$ cat src/design/roc_tri_sign.sv
// Cross-product sign of (c - q) x (p - q), three register stages.
`default_nettype none

module roc_tri_sign #(
  parameter int COORD_BITS = 16
) (
  input  wire logic                         clk,
  input  wire logic signed [COORD_BITS-1:0] cx,
  input  wire logic signed [COORD_BITS-1:0] cy,
  input  wire logic signed [COORD_BITS-1:0] qx,
  input  wire logic signed [COORD_BITS-1:0] qy,
  input  wire logic signed [COORD_BITS-1:0] px,
  input  wire logic signed [COORD_BITS-1:0] py,
  output logic                              neg
);

  localparam int DW = COORD_BITS + 1;
  localparam int PW = 2 * COORD_BITS + 2;

  logic signed [DW-1:0] dx, dy, ex, ey;
  logic signed [PW-1:0] lprod, rprod;

  always_ff @(posedge clk) begin
    dx <= DW'(cx) - DW'(qx);
    dy <= DW'(cy) - DW'(qy);
    ex <= DW'(px) - DW'(qx);
    ey <= DW'(py) - DW'(qy);
    lprod <= PW'(dx) * PW'(ey);
    rprod <= PW'(ex) * PW'(dy);
    // difference is negative exactly when the left product is smaller
    neg <= lprod < rprod;
  end

endmodule

`default_nettype wire

$ cat config.mk
export PLATFORM = sky130hd
export DESIGN_NAME = roc_tri_sign
export DESIGN_NICKNAME = d
export VERILOG_FILES = /design/src/design/roc_tri_sign.sv
export SDC_FILE = /design/constraint.sdc
export NUM_CORES = 2
export LEC_CHECK = 0
export BUFFER_PORTS_ARGS = -buffer_cell sky130_fd_sc_hd__buf_2
export CAP_MARGIN = 20
export CORE_ASPECT_RATIO = 0.6
export CORE_UTILIZATION = 30
export DETAILED_ROUTE_END_ITERATION = 10
export GPL_ROUTABILITY_DRIVEN = 0
export GPL_TIMING_DRIVEN = 0
export SLEW_MARGIN = 20
export SYNTH_ARGS = -nofsm -noshare
export SYNTH_HDL_FRONTEND = slang
export SYNTH_SLANG_ARGS = --single-unit
$ cat constraint.sdc
create_clock -name clk -period 17.25 [get_ports clk]
set_clock_uncertainty 0.05 [all_clocks]
set_input_delay 0.8625 -clock clk [delete_from_list [all_inputs] [get_ports clk]]
set_output_delay 0.8625 -clock clk [all_outputs]
set_load 0.02 [all_outputs]
==> metrics.md <==
| Metric | Value |
|---|---|
| Worst setup SP type | `register` |
| Actual slew at the worst max-slew pin | `1101 ps` |
| Reg2reg end | `rprod[32]` |
| Outcome | `finished, violations left` |
| Latest clock arrival within the worst-skew pair | `460 ps` |
| Via count | `20320` |
| First-pass GRT wire length | `122100 um` |
| Post-Synthesis Cells | `3028` |
| Area grow syn2layout | `9.361%` |
| HPWL Detailed | `67530 um` |
| Cell type with the largest total area after synthesis | `fa_1` |
| Ys flop type | `dfxtp_1` |
| Via density | `4.629` |
| Post-synth cell types | `64` |
| IO Port Bufs | `97` |
| Final setup viols | `0` |
| FFs w/ async S/R, synth | `0` |
| Slew Limit Headroom | `0.2584` |
| Syn Nets | `3988` |
| MaxCap Viol Count | `0` |
| RSZ-0062 raised after global routing | `false` |
| Worst hold start | `dy[0]` |
| CTS tree | `yes` |
| Final wirelength | `76160 um` |
| Top cell type's share of synthesized area | `0.4249` |
| Multi-input logic area | `22440 um2` |
| Share of post-route cells with drive strength above 1 | `0.04499` |
| Failing checks | `DRC` |
| Overall Global Routing Usage | `0.1695` |
| R2R depth | `23` |
| Commonest non-fill, non-tap cells in the layout | `inv_1, fa_1, nand2_1, and2_1, ha_1` |
| Die Height | `239.0 um` |
| F_max | `0.1221 GHz` |
| RR Startpoint | `dy[9]` |
| Final period util | `0.4747` |
| Vias in the first global route | `21090` |
| Worst Setup End Kind | `register` |
| Ys Warns | `0` |
| Io pins | `98` |
| Bufs on Longest Clock Path | `2` |
| Routed len/inst | `17.35 um` |
| Largest net degree at the start of global routing | `17` |
| Worst hold path class | `register to register` |
| CORE AREA | `92220 um2` |
| Root Buffer | `clkbuf_16` |
| Setup Buffers After CTS | `0` |
| Area of the die | `94870 um2` |
| Fin. Hold Viols | `0` |
| Final net count | `4104` |
| Iter 0 DRT Violations | `1345` |
| Crit path kind | `register to register` |
| Largest cells by area after synthesis | `fa_1, ha_1, dfxtp_1, inv_1, and2_1` |
| Starting Density | `0.3045` |
| Total clock buffers created by CTS | `17` |
| EDFF count, synth | `0` |
| Share of the yosys chip area belonging to registers | `0.09767` |
| Post-layout minimum cycle time | `8189 ps` |
| Clock sinks | `137` |
| Worst-path fanout max | `10` |
| CTS clk-pin slew, worst paths | `70 ps` |
| Avg Cell Area, Syn | `9.274 um2` |
| Post-cts sizing count | `0` |
| Grt ovf | `0` |
| Fin Setup TNS | `0 ps` |
| Pre-antenna DRT Iters | `8` |
| DRC | `4` |
| H-tree depth | `4` |
| Register area | `2743 um2` |
| Initial antenna violation count | `3` |
| Worst reg2reg setup slack | `9060 ps` |
| Hold Crit Depth | `1` |
| Flops & latches, synth | `137` |
| WP data arrival | `8480 ps` |
| Fill cells | `9521` |
| Number of core rows | `86` |
| WP data required | `17540 ps` |
| Synthesized cell area | `28080 um2` |
| Routed Antenna Nets | `0` |
| Die width | `397.0 um` |
| Fin. max-slew vios | `0` |
| WHS Endpoint | `rprod[0]` |
| Post-CTS Hold Buffers | `0` |
| Leading cell type in the layout, fill and taps excluded | `inv_1` |
==> per-layer routing <==
layer  part of all wire  track usage  wire, um
met1               0.49       0.2545     37250
met2               0.39       0.2296     29340
met3               0.11      0.06543      8660
met4              0.012      0.02387       913
met5                  0            0         0
==> registers in the layout, summed over array words and instances, names as in the netlist <==
signal,cells
ey,17
dy,17
dx,17
neg,1
ex,17
rprod,34
lprod,34
==> Yosys cell counts (all sizes together) (39+ instances only) <==
cell / count
a21o: 39
a21oi: 64
and2: 290
clkbuf: 74
dfxtp: 137
fa: 596
ha: 267
inv: 692
nand2: 328
nor2: 98
nor3: 40
o21ai: 49
xnor2: 79
==> logic make-up after synthesis <==
logic type	Yosys count	share of synthesized area
AOI/OAI and AO/OA	274	0.06666
buffers and inverters	772	0.1033
DFF	137	0.09767
muxes	5	0.001782
and+or+nand+nor	872	0.1540
xor gates and xnor gates	105	0.03275
adders and majority gates	863	0.5438
==> worst max-delay path, cell delays in order (launching register included) <==
cell and delay, ps:
dfxtp_1 400, clkbuf_1 540, clkbuf_1 540, nand2_1 150, fa_1 530, inv_1 50, fa_1 500, fa_1 600
fa_1 460, fa_1 490, inv_1 50, fa_1 470, inv_1 40, ha_1 260, clkbuf_1 270, and3_1 260
nand3_1 180, nor3_1 640, o211ai_1 500, a31oi_1 420, o41ai_1 200, o2111ai_1 240, a21oi_1 110, xnor2_1 130
==> worst max path at each step <==
stage	startpoint	end	slack, ps	depth (start not counted)
6_report	dy[9]	rprod[32]	9060	23
5_1_grt	dy[9]	rprod[32]	8720	23
4_1_cts	dy[9]	rprod[32]	9360	23
3_5_place_dp	dy[9]	rprod[32]	9390	23
3_3_place_gp	dy[9]	rprod[32]	9390	23
2_1_floorplan	dx[16]	lprod[32]	10970	20
==> metrics by stage <==
step | util | std cells | setup slack (ps) | instance area, um2 | hold slack, ps
after global placement | 0.3265 | 4357 | 9395 | 30110 | 574.9
final | 0.3330 | 4389 | 9061 | 30710 | 597.7
after floorplan | - | 3028 | 10970 | 28080 | 452.1
after CTS | 0.3330 | 4388 | 9359 | 30710 | 597.1
after global routing | 0.3330 | 4388 | 8717 | 30710 | 621.6
after detailed placement | 0.3265 | 4357 | 9391 | 30110 | 580.6
==> cell type report <==
class	count	area share
antenna	1	0.00008148
buffer	80	0.009859
clock buffer	18	0.01397
clock inverter	13	0.005541
inverter	692	0.08458
multi-input combinational	2119	0.7307
sequential	137	0.08931
tap	1232	0.05019
timing repair buffer	97	0.01581
Power is not shown: default switching activity piles up to over one toggle a cycle in this logic, so the estimate is an artifact.
