**src/design/roc_pkg.sv**
```systemverilog
// Shared types and constants for the rectangle versus circle overlap pipeline.
`default_nettype none

package roc_pkg;

  localparam int ID_BITS = 16;
  localparam int R2_BITS = 30;

  // Register stages inside each unit, counted from the accepting edge
  localparam int TRI_STAGES    = 3;
  localparam int CORNER_STAGES = 4;
  localparam int EDGE_STAGES   = 6;
  localparam int LATENCY       = EDGE_STAGES + 1;

  typedef enum logic [2:0] {
    CAUSE_NONE   = 3'd0,
    CAUSE_TRI1   = 3'd1,
    CAUSE_TRI2   = 3'd2,
    CAUSE_CORNER = 3'd3,
    CAUSE_EDGE   = 3'd4
  } cause_t;

  typedef enum logic [2:0] {
    REG_UL_X = 3'd0,
    REG_UL_Y = 3'd1,
    REG_UR_X = 3'd2,
    REG_UR_Y = 3'd3,
    REG_LR_X = 3'd4,
    REG_LR_Y = 3'd5,
    REG_LL_X = 3'd6,
    REG_LL_Y = 3'd7
  } reg_idx_t;

endpackage

`default_nettype wire

```
**src/design/roc_corner.sv**
```systemverilog
// Corner-in-circle test: squared distance against squared radius, four stages.
`default_nettype none

module roc_corner #(
  parameter int COORD_BITS = 16
) (
  input  wire logic                                clk,
  input  wire logic signed [COORD_BITS-1:0]        cx,
  input  wire logic signed [COORD_BITS-1:0]        cy,
  input  wire logic signed [COORD_BITS-1:0]        vx,
  input  wire logic signed [COORD_BITS-1:0]        vy,
  input  wire logic        [roc_pkg::R2_BITS-1:0]  r2,
  output logic                                     hit
);

  localparam int DW   = COORD_BITS + 1;
  localparam int PW   = 2 * COORD_BITS + 2;
  localparam int CMPW = (PW > roc_pkg::R2_BITS) ? PW : roc_pkg::R2_BITS;

  logic signed [DW-1:0]               dx, dy;
  logic signed [PW-1:0]               sx, sy;
  logic        [PW-1:0]               d2;
  logic        [roc_pkg::R2_BITS-1:0] r2_1, r2_2, r2_3;

  always_ff @(posedge clk) begin
    dx   <= DW'(vx) - DW'(cx);
    dy   <= DW'(vy) - DW'(cy);
    r2_1 <= r2;
    sx   <= PW'(dx) * PW'(dx);
    sy   <= PW'(dy) * PW'(dy);
    r2_2 <= r2_1;
    d2   <= sx + sy;
    r2_3 <= r2_2;
    hit  <= CMPW'(d2) <= CMPW'(r2_3);
  end

endmodule

`default_nettype wire

```
**config.mk**
```make
export PLATFORM = sky130hd
export DESIGN_NAME = roc_corner
export DESIGN_NICKNAME = d
export VERILOG_FILES = /design/src/design/roc_pkg.sv /design/src/design/roc_corner.sv
export SDC_FILE = /design/constraint.sdc
export NUM_CORES = 2
export LEC_CHECK = 0
export ABC_AREA = 1
export BUFFER_PORTS_ARGS = -buffer_cell sky130_fd_sc_hd__buf_4
export CAP_MARGIN = 20
export CELL_PAD_IN_SITES_DETAIL_PLACEMENT = 1
export CELL_PAD_IN_SITES_GLOBAL_PLACEMENT = 1
export CORE_AREA = 3 3 301 303
export CTS_CLUSTER_SIZE = 8
export DETAILED_ROUTE_END_ITERATION = 6
export DIE_AREA = 0 0 304 306
export GPL_TIMING_DRIVEN = 0
export HOLD_SLACK_MARGIN = 0.06
export PLACE_DENSITY_LB_ADDON = 0.05
export SYNTH_ARGS = -nofsm -noshare
export SYNTH_HDL_FRONTEND = slang
export SYNTH_SLANG_ARGS = --single-unit
```
**constraint.sdc**
```tcl
create_clock -name clk -period 6.6 [get_ports clk]
set_input_delay 0.33 -clock clk [delete_from_list [all_inputs] [get_ports clk]]
set_output_delay 0.33 -clock clk [all_outputs]
set_load 0.02 [all_outputs]
```
==> summary.txt <==
status: complete, no violations
Total GRT Usage: 0.195
min-delay src: cy[0]
via density per instance: 4.51
Tcrit/Tclk final: 0.962
Synth area leader: fa_1
ranking of synthesized cells by area: fa_1, dfxtp_1, inv_1
Clock Tree Buf Depth: 3
global-route wire length before repair: 143000 um
Initial Util: 0.348
grt total ovfl: 0
max-cap violation count: 0
pre-CTS WS: -0.659 ns
hold-critical path depth: 3
die area: 93000 sq um
Mapped Area: 30700 sq um
H-tree depth: 2
final std cells w/o fill: 5224
final WL: 87300 um
Post-Syn Instances: 3884
Seq cells post-synth: 225
layout cells sized above 1: 0.0631
Setup-failing EPs final: 0
Final Critical Period: 6.35 ns
vias: 23600
Core Region: 88200 sq um
ant diodes: 0
critical path class: reg -> reg
CTS tree: done
GPL Wtd Cong: 0.846
Seq/Total Area, Yosys: 0.147
Arr. time, crit path: 6.79 ns
Area Growth Syn to Fin: 11.9%
fin nets: 4952
PortBufs: 95
most frequent cells in the layout: inv_1, nand2_1, fa_1, ha_1, dfxtp_1
vias in the first global route: 26500
# clock sinks: 225
final HPWL from detailed placement: 77200 um
reg2reg end: sx[31]
RSZ-0062 raised after global routing: no
syn_area_per_cell: 7.91 sq um
Die Wd: 304 um
worst r2r src: dx[4]
Final ANT Viol Nets: 0
drt wl/cell: 16.7 um
Setup WS post-layout: 0.253 ns
Worst path max stage delay: 0.58 ns
Hold/Removal Path Class: in -> reg
Slew Limit Headroom: 0.485
Cell variety after synth: 36
Hold WS: 0.0888 ns
Num CTS Buffers: 36
top-area cell type share of the netlist area: 0.348
Die H: 306 um
Synthesized Nets: 4787
crit-path cells: buf_2 -> clkbuf_4 -> nand2_1 -> inv_1 -> fa_1 -> fa_2 -> buf_4 -> fa_1 -> inv_1 -> fa_1 -> inv_1 -> fa_1 -> fa_1 -> ha_1 -> nand2_1 -> nor2_1 -> nand2_1 -> nor3_1 -> nand2_1 -> nand3_1 -> nand2_1
CP Data Required Time: 7.05 ns
Startpoint Class: register
number of I/O pins: 96
Inst Count DP: 5144
Slew @ Worst Pin: 0.773 ns
largest net degree at the start of global routing: 12
Crit. End Element: register
first-pass detailed-route iteration total: 4
worst reg2reg path depth: 21
initial antenna violation count: 1
Min-Delay Endpoint: dy[0]
Synth Warn #: 0
root buffer cell: clkbuf_16
Worst-Skew Late Latency: 0.57 ns
Pins Over Slew Limit: 0
clock-pin slew on the worst setup and hold paths: 0.05 ns
CP max FO: 10
Clock Skew: 0.0403 ns
worst reg2reg setup slack: 0.25 ns
Rows: 109
Critical Path Slowest Stage Cell: fa_2
fmax: 0.158 GHz
# DRC: 0
final hold vios: 0
first-iteration detailed-routing DRC count: 914
commonest non-fill, non-tap cell in the layout: inv_1
-- cells by family (layout without fill, tap and decap cells) --
family,after synthesis,after routing,synth area share
simple gates,1389,1389,0.186
xor+xnor,102,102,0.0291
flops,225,225,0.147
fa+ha+maj,808,808,0.460
compound gates,205,205,0.0376
buf+inv,1155,1330,0.141
-- worst max-delay path: cells and delay by family (launching register included) --
family	cells	cell delay, ns
flops	1	0.50
buf+inv	6	1.06
simple gates	8	1.10
fa+ha+maj	7	3.53
-- per-stage QoR --
step	cell area (sq um)	setup TNS, ns	utilization
after detailed placement	32900	-9.49	0.373
after CTS	34300	0	0.389
after floorplan	30700	0	-
final	34400	0	0.389
after global routing	34400	0	0.389
after global placement	32900	-8.09	0.373
-- worst max-delay path by stage --
| stage | from | end | slack (ns) | cells past startpoint |
|---|---|---|---|---|
| 6_report | dx[4] | sx[31] | 0.25 | 21 |
| 2_1_floorplan | dx[2] | sx[33] | 0.98 | 23 |
| 4_1_cts | dy[16] | sy[25] | 0.01 | 20 |
| 5_1_grt | dx[6] | sx[18] | 0.002 | 23 |
| 3_5_place_dp | dx[4] | sx[30] | -0.66 | 20 |
| 3_3_place_gp | dy[2] | sy[25] | -0.58 | 20 |
-- layer usage --
metal / share of wire / up-vias / GRT usage
met5: 0 / - / 0
met2: 0.47 / 186 / 0.335
met4: 0.015 / 0 / 0.0335
li1: - / 11600 / -
met1: 0.49 / 11600 / 0.273
met3: 0.022 / 72 / 0.0164
-- timing repair --
item | 4_1_cts | 5_1_grt
resized for setup | 24 | 63
pin swaps | 1 | 2
endpoints found under the hold margin | 32 | 0
hold buffers | 33 | 0
endpoints found under the setup margin | 27 | 36
buffers inserted | 0 | 3
-- flip-flops by register name, summed over array words and instances (netlist names) --
name  flops
sy       33
dy       17
d2       34
r2_2     30
hit       1
r2_3     30
dx       17
sx       33
r2_1     30
-- cells in the mapped netlist (all sizes together) --
cell type	count
nor3	26
nor2	177
o21a	2
xnor2	18
o31ai	1
nand4	32
ha	274
or2	13
nand2	981
nand3b	10
inv	1080
clkbuf	71
a21oi	123
o211ai	1
o21ai	42
nor3b	2
buf	4
nor4b	1
xor2	84
a21o	7
nand3	138
o21bai	25
dfxtp	225
fa	534
and3	2
a31o	4
and2	7
-- layout make-up --
cell class / count / area [sq um]
fill: 10700 / 53900
multi-input combinational: 2504 / 21900
tap: 1165 / 1460
clock buffer: 40 / 936
sequential: 225 / 4510
clock inverter: 8 / 123
buffer: 71 / 339
timing repair buffer: 131 / 1070
inverter: 1080 / 4050
Power is not shown: default switching activity piles up to over one toggle a cycle in this logic, so the estimate is an artifact.
